==> config.mk <==
export PLATFORM = sky130hd
export DESIGN_NAME = postfix_stack_evaluator_unit
export DESIGN_NICKNAME = d
export VERILOG_FILES = /design/src/sv/pse_pkg.sv /design/src/sv/pse_stack.sv /design/src/sv/pse_alu.sv /design/src/sv/postfix_stack_evaluator_unit.sv
export SDC_FILE = /design/constraint.sdc
export NUM_CORES = 2
export LEC_CHECK = 0
export BUFFER_PORTS_ARGS = -buffer_cell sky130_fd_sc_hd__buf_2
export CORE_MARGIN = 3
export CORE_UTILIZATION = 25
export CTS_CLUSTER_DIAMETER = 50
export CTS_CLUSTER_SIZE = 12
export DETAILED_ROUTE_END_ITERATION = 16
export GPL_ROUTABILITY_DRIVEN = 0
export GPL_TIMING_DRIVEN = 0
export REMOVE_ABC_BUFFERS = 1
export SYNTH_ARGS = -nofsm -noshare
export SYNTH_HDL_FRONTEND = slang
export SYNTH_SLANG_ARGS = --single-unit
==> constraint.sdc <==
create_clock -name clk_i -period 10.1 [get_ports clk_i]
set_input_delay 2.525 -clock clk_i [delete_from_list [all_inputs] [get_ports clk_i]]
set_output_delay 2.525 -clock clk_i [all_outputs]
set_load 0.01 [all_outputs]
==> src/sv/pse_pkg.sv <==
package pse_pkg;

  localparam int unsigned DEFAULT_STACK_DEPTH = 64;
  localparam int unsigned DATA_W = 32;
  localparam int unsigned OPCODE_W = 3;
  localparam int unsigned COUNT_OUT_W = 7;
  localparam int unsigned STATUS_W = 2;
  localparam int unsigned DIV_STEPS = DATA_W;
  localparam int unsigned STEP_W = $clog2(DIV_STEPS);

  localparam logic [OPCODE_W-1:0] OP_PUSH = 3'd0;
  localparam logic [OPCODE_W-1:0] OP_ADD  = 3'd1;
  localparam logic [OPCODE_W-1:0] OP_SUB  = 3'd2;
  localparam logic [OPCODE_W-1:0] OP_MUL  = 3'd3;
  localparam logic [OPCODE_W-1:0] OP_DIV  = 3'd4;

  localparam logic [STATUS_W-1:0] ST_OK        = 2'd0;
  localparam logic [STATUS_W-1:0] ST_UNDERFLOW = 2'd1;
  localparam logic [STATUS_W-1:0] ST_FULL      = 2'd2;
  localparam logic [STATUS_W-1:0] ST_DIVZERO   = 2'd3;

  typedef enum logic [1:0] {
    ALU_ADD,
    ALU_SUB,
    ALU_MUL,
    ALU_DIV
  } alu_op_e;

  typedef struct packed {
    logic [OPCODE_W-1:0]      opcode;
    logic signed [DATA_W-1:0] operand_value;
  } pse_in_t;

  typedef struct packed {
    logic signed [DATA_W-1:0] top_value;
    logic [COUNT_OUT_W-1:0]   stack_count;
    logic [STATUS_W-1:0]      status;
  } pse_out_t;

  typedef struct packed {
    logic              start;
    alu_op_e           op;
    logic [DATA_W-1:0] left;
    logic [DATA_W-1:0] right;
  } alu_req_t;

  typedef struct packed {
    logic              done;
    logic [DATA_W-1:0] result;
  } alu_rsp_t;

endpackage

==> src/sv/pse_stack.sv <==
module pse_stack
  import pse_pkg::*;
#(
  parameter int unsigned DEPTH = DEFAULT_STACK_DEPTH,
  parameter int unsigned AW = $clog2(DEPTH)
) (
  input  logic              clk_i,
  input  logic              we_i,
  input  logic [AW-1:0]     waddr_i,
  input  logic [DATA_W-1:0] wdata_i,
  input  logic [AW-1:0]     raddr_i,
  output logic [DATA_W-1:0] rdata_o
);

  logic [DATA_W-1:0] mem [DEPTH];
  logic [DATA_W-1:0] rdata_q;

  always_ff @(posedge clk_i) begin
    if (we_i) begin
      mem[waddr_i] <= wdata_i;
    end
    rdata_q <= mem[raddr_i];
  end

  assign rdata_o = rdata_q;

endmodule

==> src/sv/pse_alu.sv <==
module pse_alu
  import pse_pkg::*;
(
  input  logic     clk_i,
  input  logic     rst_ni,
  input  alu_req_t req_i,
  output alu_rsp_t rsp_o
);

  typedef enum logic [2:0] {
    A_IDLE,
    A_DIV,
    A_FIX,
    A_DONE
  } alu_state_e;

  alu_state_e        state_q, state_d;
  logic [DATA_W-1:0] res_q, res_d;
  logic [DATA_W-1:0] quo_q, quo_d;
  logic [DATA_W-1:0] rem_q, rem_d;
  logic [DATA_W-1:0] dvs_q, dvs_d;
  logic              neg_q, neg_d;
  logic [STEP_W-1:0] step_q, step_d;

  logic [DATA_W-1:0] mag_l, mag_r;
  logic [DATA_W:0]   trial, diff;

  always_comb begin
    mag_l = req_i.left[DATA_W-1] ? (DATA_W'(0) - req_i.left) : req_i.left;
    mag_r = req_i.right[DATA_W-1] ? (DATA_W'(0) - req_i.right) : req_i.right;
    trial = {rem_q, quo_q[DATA_W-1]};
    diff  = trial - {1'b0, dvs_q};

    state_d = state_q;
    res_d   = res_q;
    quo_d   = quo_q;
    rem_d   = rem_q;
    dvs_d   = dvs_q;
    neg_d   = neg_q;
    step_d  = step_q;

    case (state_q)
      A_IDLE: begin
        if (req_i.start) begin
          case (req_i.op)
            ALU_ADD: begin
              res_d   = req_i.left + req_i.right;
              state_d = A_DONE;
            end
            ALU_SUB: begin
              res_d   = req_i.left - req_i.right;
              state_d = A_DONE;
            end
            ALU_MUL: begin
              res_d   = DATA_W'(req_i.left * req_i.right);
              state_d = A_DONE;
            end
            default: begin
              quo_d   = mag_l;
              dvs_d   = mag_r;
              rem_d   = '0;
              neg_d   = req_i.left[DATA_W-1] ^ req_i.right[DATA_W-1];
              step_d  = STEP_W'(DIV_STEPS - 1);
              state_d = A_DIV;
            end
          endcase
        end
      end
      A_DIV: begin
        if (!diff[DATA_W]) begin
          rem_d = diff[DATA_W-1:0];
          quo_d = {quo_q[DATA_W-2:0], 1'b1};
        end else begin
          rem_d = trial[DATA_W-1:0];
          quo_d = {quo_q[DATA_W-2:0], 1'b0};
        end
        if (step_q == '0) begin
          state_d = A_FIX;
        end else begin
          step_d = step_q - STEP_W'(1);
        end
      end
      A_FIX: begin
        res_d   = neg_q ? (DATA_W'(0) - quo_q) : quo_q;
        state_d = A_DONE;
      end
      A_DONE: begin
        state_d = A_IDLE;
      end
      default: begin
        state_d = A_IDLE;
      end
    endcase
  end

  always_ff @(posedge clk_i or negedge rst_ni) begin
    if (!rst_ni) begin
      state_q <= A_IDLE;
      step_q  <= '0;
    end else begin
      state_q <= state_d;
      step_q  <= step_d;
    end
  end

  always_ff @(posedge clk_i) begin
    res_q <= res_d;
    quo_q <= quo_d;
    rem_q <= rem_d;
    dvs_q <= dvs_d;
    neg_q <= neg_d;
  end

  assign rsp_o.done   = (state_q == A_DONE);
  assign rsp_o.result = res_q;

endmodule

==> src/sv/postfix_stack_evaluator_unit.sv <==
// Postfix integer evaluator on an operand stack.
// Input channel in_valid_i / in_ready_o carries one token per transaction:
// a push of a signed 32-bit value or an add, subtract, multiply or divide
// that pops right then left and pushes left op right.
// Output channel out_valid_o / out_ready_i returns one transaction per
// token: the new top of stack (zero when empty), the depth and a status
// (ok, underflow, stack full, divide by zero). Errors leave the stack as is.
// A token is taken only while the sequencer is idle. After acceptance, a
// push, an underflow or an unused opcode goes from decode to the output
// state; a divide by zero is caught in the read state; add, subtract,
// multiply and divide wait on the shared ALU, whose radix-2 divider takes
// one quotient bit per cycle. The next token is accepted the cycle after
// the result is loaded into the output register.
// Reset clears the depth, the sequencer and the output valid; the stack
// memory needs no clearing since only entries below the depth are read.
// If the receiver stalls, the result holds in the output register; a
// following token is still accepted and processed, then waits until the
// output register frees.
module postfix_stack_evaluator_unit
  import pse_pkg::*;
#(
  parameter int unsigned STACK_DEPTH = DEFAULT_STACK_DEPTH
) (
  input  logic     clk_i,
  input  logic     rst_ni,
  input  logic     in_valid_i,
  output logic     in_ready_o,
  input  pse_in_t  in_data_i,
  output logic     out_valid_o,
  input  logic     out_ready_i,
  output pse_out_t out_data_o
);

  localparam int unsigned AW = $clog2(STACK_DEPTH);
  localparam int unsigned CW = $clog2(STACK_DEPTH + 1);

  typedef enum logic [2:0] {
    S_IDLE,
    S_DECODE,
    S_READ,
    S_ALU,
    S_OUT
  } seq_state_e;

  seq_state_e          state_q, state_d;
  logic [OPCODE_W-1:0] op_q, op_d;
  logic [DATA_W-1:0]   val_q, val_d;
  logic [CW-1:0]       count_q, count_d;
  logic [DATA_W-1:0]   top_q, top_d;
  logic [STATUS_W-1:0] status_q, status_d;
  logic                out_valid_q, out_valid_d;
  pse_out_t            out_q, out_d;

  logic [CW-1:0]     rd_ptr;
  logic              we;
  logic [AW-1:0]     waddr;
  logic [DATA_W-1:0] wdata;
  logic [AW-1:0]     raddr;
  logic [DATA_W-1:0] rdata;
  alu_req_t          alu_req;
  alu_rsp_t          alu_rsp;

  pse_stack #(
    .DEPTH(STACK_DEPTH),
    .AW   (AW)
  ) u_stack (
    .clk_i  (clk_i),
    .we_i   (we),
    .waddr_i(waddr),
    .wdata_i(wdata),
    .raddr_i(raddr),
    .rdata_o(rdata)
  );

  pse_alu u_alu (
    .clk_i (clk_i),
    .rst_ni(rst_ni),
    .req_i (alu_req),
    .rsp_o (alu_rsp)
  );

  assign rd_ptr = count_q - CW'(2);

  always_comb begin
    state_d     = state_q;
    op_d        = op_q;
    val_d       = val_q;
    count_d     = count_q;
    top_d       = top_q;
    status_d    = status_q;
    out_valid_d = out_valid_q && !out_ready_i;
    out_d       = out_q;
    we          = 1'b0;
    waddr       = '0;
    wdata       = '0;
    raddr       = '0;
    alu_req.start = 1'b0;
    alu_req.op    = ALU_ADD;
    alu_req.left  = rdata;
    alu_req.right = top_q;

    case (state_q)
      S_IDLE: begin
        if (in_valid_i) begin
          op_d    = in_data_i.opcode;
          val_d   = in_data_i.operand_value;
          state_d = S_DECODE;
        end
      end
      S_DECODE: begin
        case (op_q)
          OP_PUSH: begin
            if (count_q == CW'(STACK_DEPTH)) begin
              status_d = ST_FULL;
            end else begin
              we       = 1'b1;
              waddr    = count_q[AW-1:0];
              wdata    = val_q;
              top_d    = val_q;
              count_d  = count_q + CW'(1);
              status_d = ST_OK;
            end
            state_d = S_OUT;
          end
          OP_ADD, OP_SUB, OP_MUL, OP_DIV: begin
            if (count_q < CW'(2)) begin
              status_d = ST_UNDERFLOW;
              state_d  = S_OUT;
            end else begin
              raddr   = rd_ptr[AW-1:0];
              state_d = S_READ;
            end
          end
          default: begin
            status_d = ST_OK;
            state_d  = S_OUT;
          end
        endcase
      end
      S_READ: begin
        case (op_q)
          OP_ADD:  alu_req.op = ALU_ADD;
          OP_SUB:  alu_req.op = ALU_SUB;
          OP_MUL:  alu_req.op = ALU_MUL;
          default: alu_req.op = ALU_DIV;
        endcase
        if (op_q == OP_DIV && top_q == '0) begin
          status_d = ST_DIVZERO;
          state_d  = S_OUT;
        end else begin
          alu_req.start = 1'b1;
          state_d       = S_ALU;
        end
      end
      S_ALU: begin
        if (alu_rsp.done) begin
          we       = 1'b1;
          waddr    = rd_ptr[AW-1:0];
          wdata    = alu_rsp.result;
          top_d    = alu_rsp.result;
          count_d  = count_q - CW'(1);
          status_d = ST_OK;
          state_d  = S_OUT;
        end
      end
      S_OUT: begin
        if (!out_valid_q || out_ready_i) begin
          out_valid_d       = 1'b1;
          out_d.top_value   = (count_q != '0) ? top_q : '0;
          out_d.stack_count = COUNT_OUT_W'(count_q);
          out_d.status      = status_q;
          state_d           = S_IDLE;
        end
      end
      default: begin
        state_d = S_IDLE;
      end
    endcase
  end

  always_ff @(posedge clk_i or negedge rst_ni) begin
    if (!rst_ni) begin
      state_q     <= S_IDLE;
      count_q     <= '0;
      out_valid_q <= 1'b0;
    end else begin
      state_q     <= state_d;
      count_q     <= count_d;
      out_valid_q <= out_valid_d;
    end
  end

  always_ff @(posedge clk_i) begin
    op_q     <= op_d;
    val_q    <= val_d;
    top_q    <= top_d;
    status_q <= status_d;
    out_q    <= out_d;
  end

  assign in_ready_o  = (state_q == S_IDLE);
  assign out_valid_o = out_valid_q;
  assign out_data_o  = out_q;

`ifndef NO_ASSERTIONS
  a_count_bound: assert property (@(posedge clk_i) disable iff (!rst_ni)
    count_q <= CW'(STACK_DEPTH))
    else $error("stack depth beyond capacity");

  a_busy_after_accept: assert property (@(posedge clk_i) disable iff (!rst_ni)
    in_valid_i && in_ready_o |=> !in_ready_o)
    else $error("token accepted while a token is in flight");

  a_full_status: assert property (@(posedge clk_i) disable iff (!rst_ni)
    $rose(out_valid_o) && out_data_o.status == ST_FULL |-> count_q == CW'(STACK_DEPTH))
    else $error("full status with free stack space");

  a_alu_done_state: assert property (@(posedge clk_i) disable iff (!rst_ni)
    alu_rsp.done |-> state_q == S_ALU)
    else $error("alu result outside of alu wait");
`endif

endmodule
# Word level (Yosys, flattened, before mapping)

Memories as Yosys holds them, arrays and structs flattened. A register that Yosys moved wholly into a read port is not among the register bits.
Cells that the tools add are included.
W data, S select, Z words.

Flip-flop bits (word level): 258
Bits in writable memories: 2,048
Input bits: 39
Output and inout port bits: 43
Memories kept: 1

$add $sub $neg: 10
Multipliers: 1
$lt $le $gt $ge: 1
Equality and inequality tests: 26
Muxes and demuxes: 65
Bitwise gates (word level): 2
Reductions and logical operators: 28

Memories:

| name        | depth | bits a word | rd ports | clocked after memory_dff | write ports | line            | source |
|---|---|---|---|---|---|---|---|
| u_stack.mem | 64    | 32          | 1        | 1                        | 1           | pse_stack.sv:15 | `logic [DATA_W-1:0] mem [DEPTH];` |

Operator list:

| kind                    | number |
|---|---|
| $mux W32                | 14 |
| $pmux W32 S2            | 5 |
| $pmux W32 S3            | 1 |
| $sub A1 B32 Y32 const A | 3 |
| $mux W6                 | 6 |
| $sub A33 B32 Y33        | 1 |
| $add A32 B32 Y32        | 1 |
| $logic_not A32 Y1       | 1 |
| $mul A32 B32 Y32        | 1 |
| $sub A32 B32 Y32        | 1 |
| $mux W31                | 1 |
| $mux W3                 | 9 |
| $mux W7                 | 3 |
| $eq A3 B2 Y1 const B    | 6 |
| $ne A2 B2 Y1 const B    | 8 |
| $mux W5                 | 3 |
| $pmux W3 S5             | 1 |
| $pmux W7 S2             | 1 |
| $pmux W2 S3             | 2 |
| $pmux W6 S2             | 1 |
| $reduce_and A3 Y1       | 4 |
| $reduce_and A4 Y1       | 3 |
| $mux W2                 | 5 |
| $pmux W5 S2             | 1 |
| other kinds (31)        | 51 |

# Logic depth before layout (Yosys ltp)

Depth in word-level cells: 9
Depth in mapped cells: 28
Depth with buffers taken out: 26

# Modules after synthesis

Synthesis repeated with hierarchy kept, for this count alone.

Cells, all modules: 6,642
Area total of the unflattened synthesis: 110,469.7 um^2

Modules (own cells, without submodules):

| module                       | times used | cells each | area an instance (um^2) | seq. area each (um^2) |
|---|---|---|---|---|
| pse_stack                    | 1          | 3,324      | 78,517.8                | 62,139.6 |
| pse_alu                      | 1          | 2,962      | 26,673.1                | 4,048.9 |
| postfix_stack_evaluator_unit | 1          | 356        | 5,278.8                 | 3,578.4 |

# Least setup slack after synthesis

No wires, ideal clock.

Path kind: register to register
Start: register top_q[7]
End: register u_alu.res_q[24], data pin
Library setup time: 0.261 ns
Arrival: 7.227 ns
Setup slack: 2.612 ns
Cell stages (with the launch flop): 26
Clock period less this slack: 7.488 ns
Cells stage by stage: edfxtp_1 clkbuf_1 clkbuf_1 clkbuf_1 and2_1 fa_1 fa_1 inv_1 fa_1 fa_1 inv_1 ha_1 ha_1 fa_1 fa_1 ha_1 o21a_1 nor2_1 nor3_1 a221o_1 a31oi_1 o21ai_0 a2111oi_0 nor3_1 or4b_1 o311a_1

Longest elaborated chain between the ends: 4
Elaborated cells on any way between the ends: 6
Those cells by class: 2 x add/sub; 1 x mul; 3 x mux

Ends and longest elaborated chain:

| element                                        | line                                | source |
|---|---|---|
| start: declaration                             | postfix_stack_evaluator_unit.sv:49  | `logic [DATA_W-1:0] top_q, top_d;` |
| start signal: assignment                       | postfix_stack_evaluator_unit.sv:196 | `top_q <= top_d;` |
| $mul A32 B32 Y32, or another cell as far along | pse_alu.sv:55                       | `res_d = DATA_W'(req_i.left * req_i.right);` |
| $pmux W32 S3 *                                 | pse_alu.sv:45                       | `case (req_i.op)` |
| $mux W32 *                                     | pse_alu.sv:44                       | `if (req_i.start) begin` |
| $pmux W32 S2 *                                 | pse_alu.sv:42                       | `case (state_q)` |
| via u_alu.res_d[24]                            | pse_alu.sv:18                       | `logic [DATA_W-1:0] res_q, res_d;` |
| end signal: assignment                         | pse_alu.sv:107                      | `res_q <= res_d;` |
| end: declaration                               | pse_alu.sv:18                       |  |

The timed path passes the listed nets; every way through them passes the cells marked *. The select of a mux whose other input is x is not followed.
A chain may end at the register's enable or synchronous reset.

# Worst setup path after layout

Start: register top_q[3]
End: register u_alu.res_q[26], data pin

Same word-level chain as after synthesis.

==> results.txt <==
In this run the remaining antenna-violating nets after routing total 0. The setup TNS is 0 ns. After the last flow step, the layout net total stands at just under 10000. The clock drives 2337 sinks. For this run, the number of Yosys warnings is 0.

The most common cell after layout, fill and taps aside is sky130_fd_sc_hd__edfxtp_1. The headroom to the max-slew limit came out at 1.43%. The post-cts repair resize count came out at 0. The clock root buffer is sky130_fd_sc_hd__clkbuf_16.

From left edge to right edge, the die measures ~680 um. The layout overhead on the synthesized area is 17.9%. For this design, the CTS-stage hold fixing added 0 buffers.

The number of buffers inserted to repair setup after CTS came out at 0. The clock-pin slew on the worst setup and hold paths is 0.06 ns. The post-layout minimum cycle time is 8.80 ns. The synthesized cell area came out at 114000 sq um.

The library cells used most frequently in the layout, excluding fill and tap cells, are sky130_fd_sc_hd__edfxtp_1 (2287), sky130_fd_sc_hd__nand2_1 (1543), sky130_fd_sc_hd__nand3_1 (704). The aggregate routed wire length came out at between 300000 and 400000 um. The count of H-tree levels built during CTS is 5. The worst endpoint data arrival time came out at just over 9 ns. The number of global-route vias before repair came out at roughly 75000. The number of search-and-repair iterations in the first detailed-routing pass is 6.

The worst setup path is launched from a flop. The hold slack came out at around 0.51 ns. The filler cells instantiated in the layout total around 45000. The violation count after the first detailed-route iteration came out at roughly 8700. By startpoint and endpoint, the worst setup path is classified as reg -> reg. The number of max-cap violations is 0. The post-detailed-route via-to-cell ratio came out at ~5. Once the floorplan was initialized, standard cells occupied roughly 25% of the core.

approximately 80 I/O pins were placed. The worst-case clock buffer depth came out at 4. The total clock buffers created by CTS is between 200 and 300. Once detailed placement completed, the half-perimeter wirelength came to 229000 um. The share of cells above drive strength 1 came out at between 10% and 20%. Global routing finished with a remaining overflow of 0.

The total count of max-transition violations in the final report came out at 0. The post-synthesis sequential area ratio came out at 61.3%. The first-pass GRT wire length came out at 525000 um. The count of buffers inserted at the top-level ports is slightly above 80.

The number of flops mapped to enable cells by yosys is about 2300. At the later pin of the worst-skew pair, clock insertion delay measures about 0.9 ns. Of all nets on the critical path, the largest fanout is 34. The required time of the critical path came out at roughly 11 ns. The vertical die dimension came out at roughly 700 um. The post-synthesis instance total came out at 9312.

The post-synthesis area per instance came out at 12.2 sq um. The number of different library cells in the post-synthesis netlist came out at between 80 and 90. The setup skew after layout is around 0.11 ns. In the final routed layout, each cell accounts on average for between 20 and 25 um. Setup repair after global routing left no endpoint under its margin. The TritonCTS clock tree is yes. The overall via count from detail_route came out at between 70000 and 80000.

The total die area came out at 464000 sq um. The final hold violation count came out at 0. The fmax came out at about 0.11 GHz. The total global routing track utilization came out at around 15%. Among all flip-flop cells after synthesis, the most frequent one is sky130_fd_sc_hd__edfxtp_1. After floorplanning, the core was sized to cover around 450000 sq um. The site row count is between 200 and 250.

Entering global routing, the biggest net connects 94 pins. Setup violations remaining at the end of the flow were counted as 0. The worst hold path belongs to the class reg -> reg.

The run finished with clean final reports. The initial antenna violation count came out at 16. Counting flops with an async set or reset pin after synthesis yields a share of 0.770%. The slew of the pin with the lowest slew margin came out at 1.48 ns. The worst path uses approximately 87% of the clock period. The number of design rule violations left after detail routing is 0.

The category of the worst setup path capture point is a flop. The flip-flop and latch count after synthesis is between 2000 and 2500.
-- cells in the mapped netlist (70+ instances only) --
library cell                  n  share of area, %
sky130_fd_sc_hd__edfxtp_1  2287                60
sky130_fd_sc_hd__nand2_1   1549               5.1
sky130_fd_sc_hd__nand3_1    704               3.1
sky130_fd_sc_hd__clkbuf_1   578               1.9
sky130_fd_sc_hd__nor2_1     466               1.5
sky130_fd_sc_hd__inv_1      438               1.4
sky130_fd_sc_hd__fa_1       411               7.2
sky130_fd_sc_hd__and2_1     319               1.8
sky130_fd_sc_hd__ha_1       203               2.2
sky130_fd_sc_hd__o21ai_0    192              0.84
sky130_fd_sc_hd__a21oi_1    156              0.69
sky130_fd_sc_hd__a31oi_1    141              0.77
sky130_fd_sc_hd__xnor2_1    134               1.0
sky130_fd_sc_hd__a211oi_1   132              0.87
sky130_fd_sc_hd__mux2_2     126               1.2
sky130_fd_sc_hd__o221ai_1   116              0.89
sky130_fd_sc_hd__o22ai_1    115              0.63
sky130_fd_sc_hd__xor2_1     112              0.86
sky130_fd_sc_hd__nor4_1     111              0.61
sky130_fd_sc_hd__nor3_1      99              0.44
sky130_fd_sc_hd__o211ai_1    91              0.60
sky130_fd_sc_hd__or3_1       91              0.50
sky130_fd_sc_hd__a311oi_1    79              0.61
sky130_fd_sc_hd__nand2b_1    70              0.38
-- path summary, 6_finish.rpt --
kind	startpoint	endpoint	slack, ns	cells past startpoint
worst max-delay path	top_q[3]$_DFFE_PP_	u_alu.res_q[26]$_DFFE_PP_	1.30	24
worst min-delay path	u_alu.step_q[0]$_DFFE_PN0P_	u_alu.step_q[0]$_DFFE_PN0P_	0.51	1
worst max register to register	top_q[3]$_DFFE_PP_	u_alu.res_q[26]$_DFFE_PP_	1.30	24
worst min register to register	u_alu.step_q[0]$_DFFE_PN0P_	u_alu.step_q[0]$_DFFE_PN0P_	0.51	1
max in group asynchronous	rst_ni	count_q[0]$_DFFE_PN0P_	8.00	1
min in group asynchronous	rst_ni	out_valid_o$_DFF_PN0_	1.65	1
-- per-stage QoR --
step	cell area [sq um]	setup slack [ns]	util, %	instances
global route	134000	0.959	29.6	15400
CTS	134000	1.31	29.6	15400
floorplan	111000	-16.29	-	8660
finish	134000	1.30	29.6	15400
detailed placement	126000	1.47	27.7	15000
global placement	119000	-76.74	26.3	14700
-- worst max-delay path, cell delays in order (launching register included) --
cell and delay, ns:
sky130_fd_sc_hd__edfxtp_1 1.25, sky130_fd_sc_hd__and2_1 0.29, sky130_fd_sc_hd__fa_1 0.42, sky130_fd_sc_hd__inv_1 0.08, sky130_fd_sc_hd__fa_1 0.43, sky130_fd_sc_hd__fa_1 0.49
sky130_fd_sc_hd__fa_1 0.56, sky130_fd_sc_hd__inv_1 0.05, sky130_fd_sc_hd__fa_1 0.50, sky130_fd_sc_hd__inv_1 0.05, sky130_fd_sc_hd__fa_1 0.54, sky130_fd_sc_hd__inv_1 0.05
sky130_fd_sc_hd__fa_1 0.39, sky130_fd_sc_hd__fa_1 0.50, sky130_fd_sc_hd__ha_1 0.37, sky130_fd_sc_hd__a21o_1 0.21, sky130_fd_sc_hd__a21oi_1 0.17, sky130_fd_sc_hd__o21bai_1 0.08
sky130_fd_sc_hd__a211o_1 0.28, sky130_fd_sc_hd__a31oi_1 0.17, sky130_fd_sc_hd__o21ai_0 0.17, sky130_fd_sc_hd__a21o_1 0.24, sky130_fd_sc_hd__or2_2 0.28, sky130_fd_sc_hd__a311oi_1 0.60
sky130_fd_sc_hd__a21oi_1 0.19
-- final cells by class --
| type | instances | area (sq um) | share of cell area, % |
|---|---|---|---|
| tap | 5976 | 7480 | 5.57 |
| multi-input combinational | 5883 | 40700 | 30.3 |
| clock buffer | 319 | 7200 | 5.37 |
| timing repair buffer | 331 | 6140 | 4.58 |
| antenna | 9 | 22.5 | 0.0168 |
| inverter | 440 | 1660 | 1.24 |
| sequential | 2337 | 69800 | 52.0 |
| clock inverter | 99 | 1220 | 0.906 |
-- metal layers --
metal	up-vias	global-route usage [%]	routed length [um]
li1	33500	-	-
met1	38800	19.9	144000
met2	3944	24.6	167000
met3	761	2.61	32900
met4	6	6.69	17400
met5	-	0	46
-- flip-flops by register name (all words and copies together) (netlist names) --
register	cells
count_q	7
u_stack.mem	2048
u_alu.rem_q	32
u_alu.quo_q	32
out_data_o	41
val_q	32
state_q	3
u_alu.neg_q	1
u_alu.dvs_q	32
op_q	3
status_q	2
u_alu.state_q	2
u_stack.rdata_o	32
u_alu.res_q	32
out_valid_o	1
top_q	32
u_alu.step_q	5
-- cell families (layout without fill, tap and decap cells) --
logic type / Yosys count / in the layout / share of synthesized area (%)
simple gates: 3590 / 3590 / 14.5
flops: 2337 / 2337 / 61.3
compound gates: 1292 / 1292 / 7.89
buf+inv: 1092 / 1189 / 3.62
fa+ha+maj: 614 / 614 / 9.46
xor+xnor: 246 / 246 / 1.89
mux: 141 / 141 / 1.38
other cells: 0 / 9 / 0
Power is left out: the tool's default activity adds up to more than one toggle a clock period on the data nets, which glitch-free logic cannot reach.
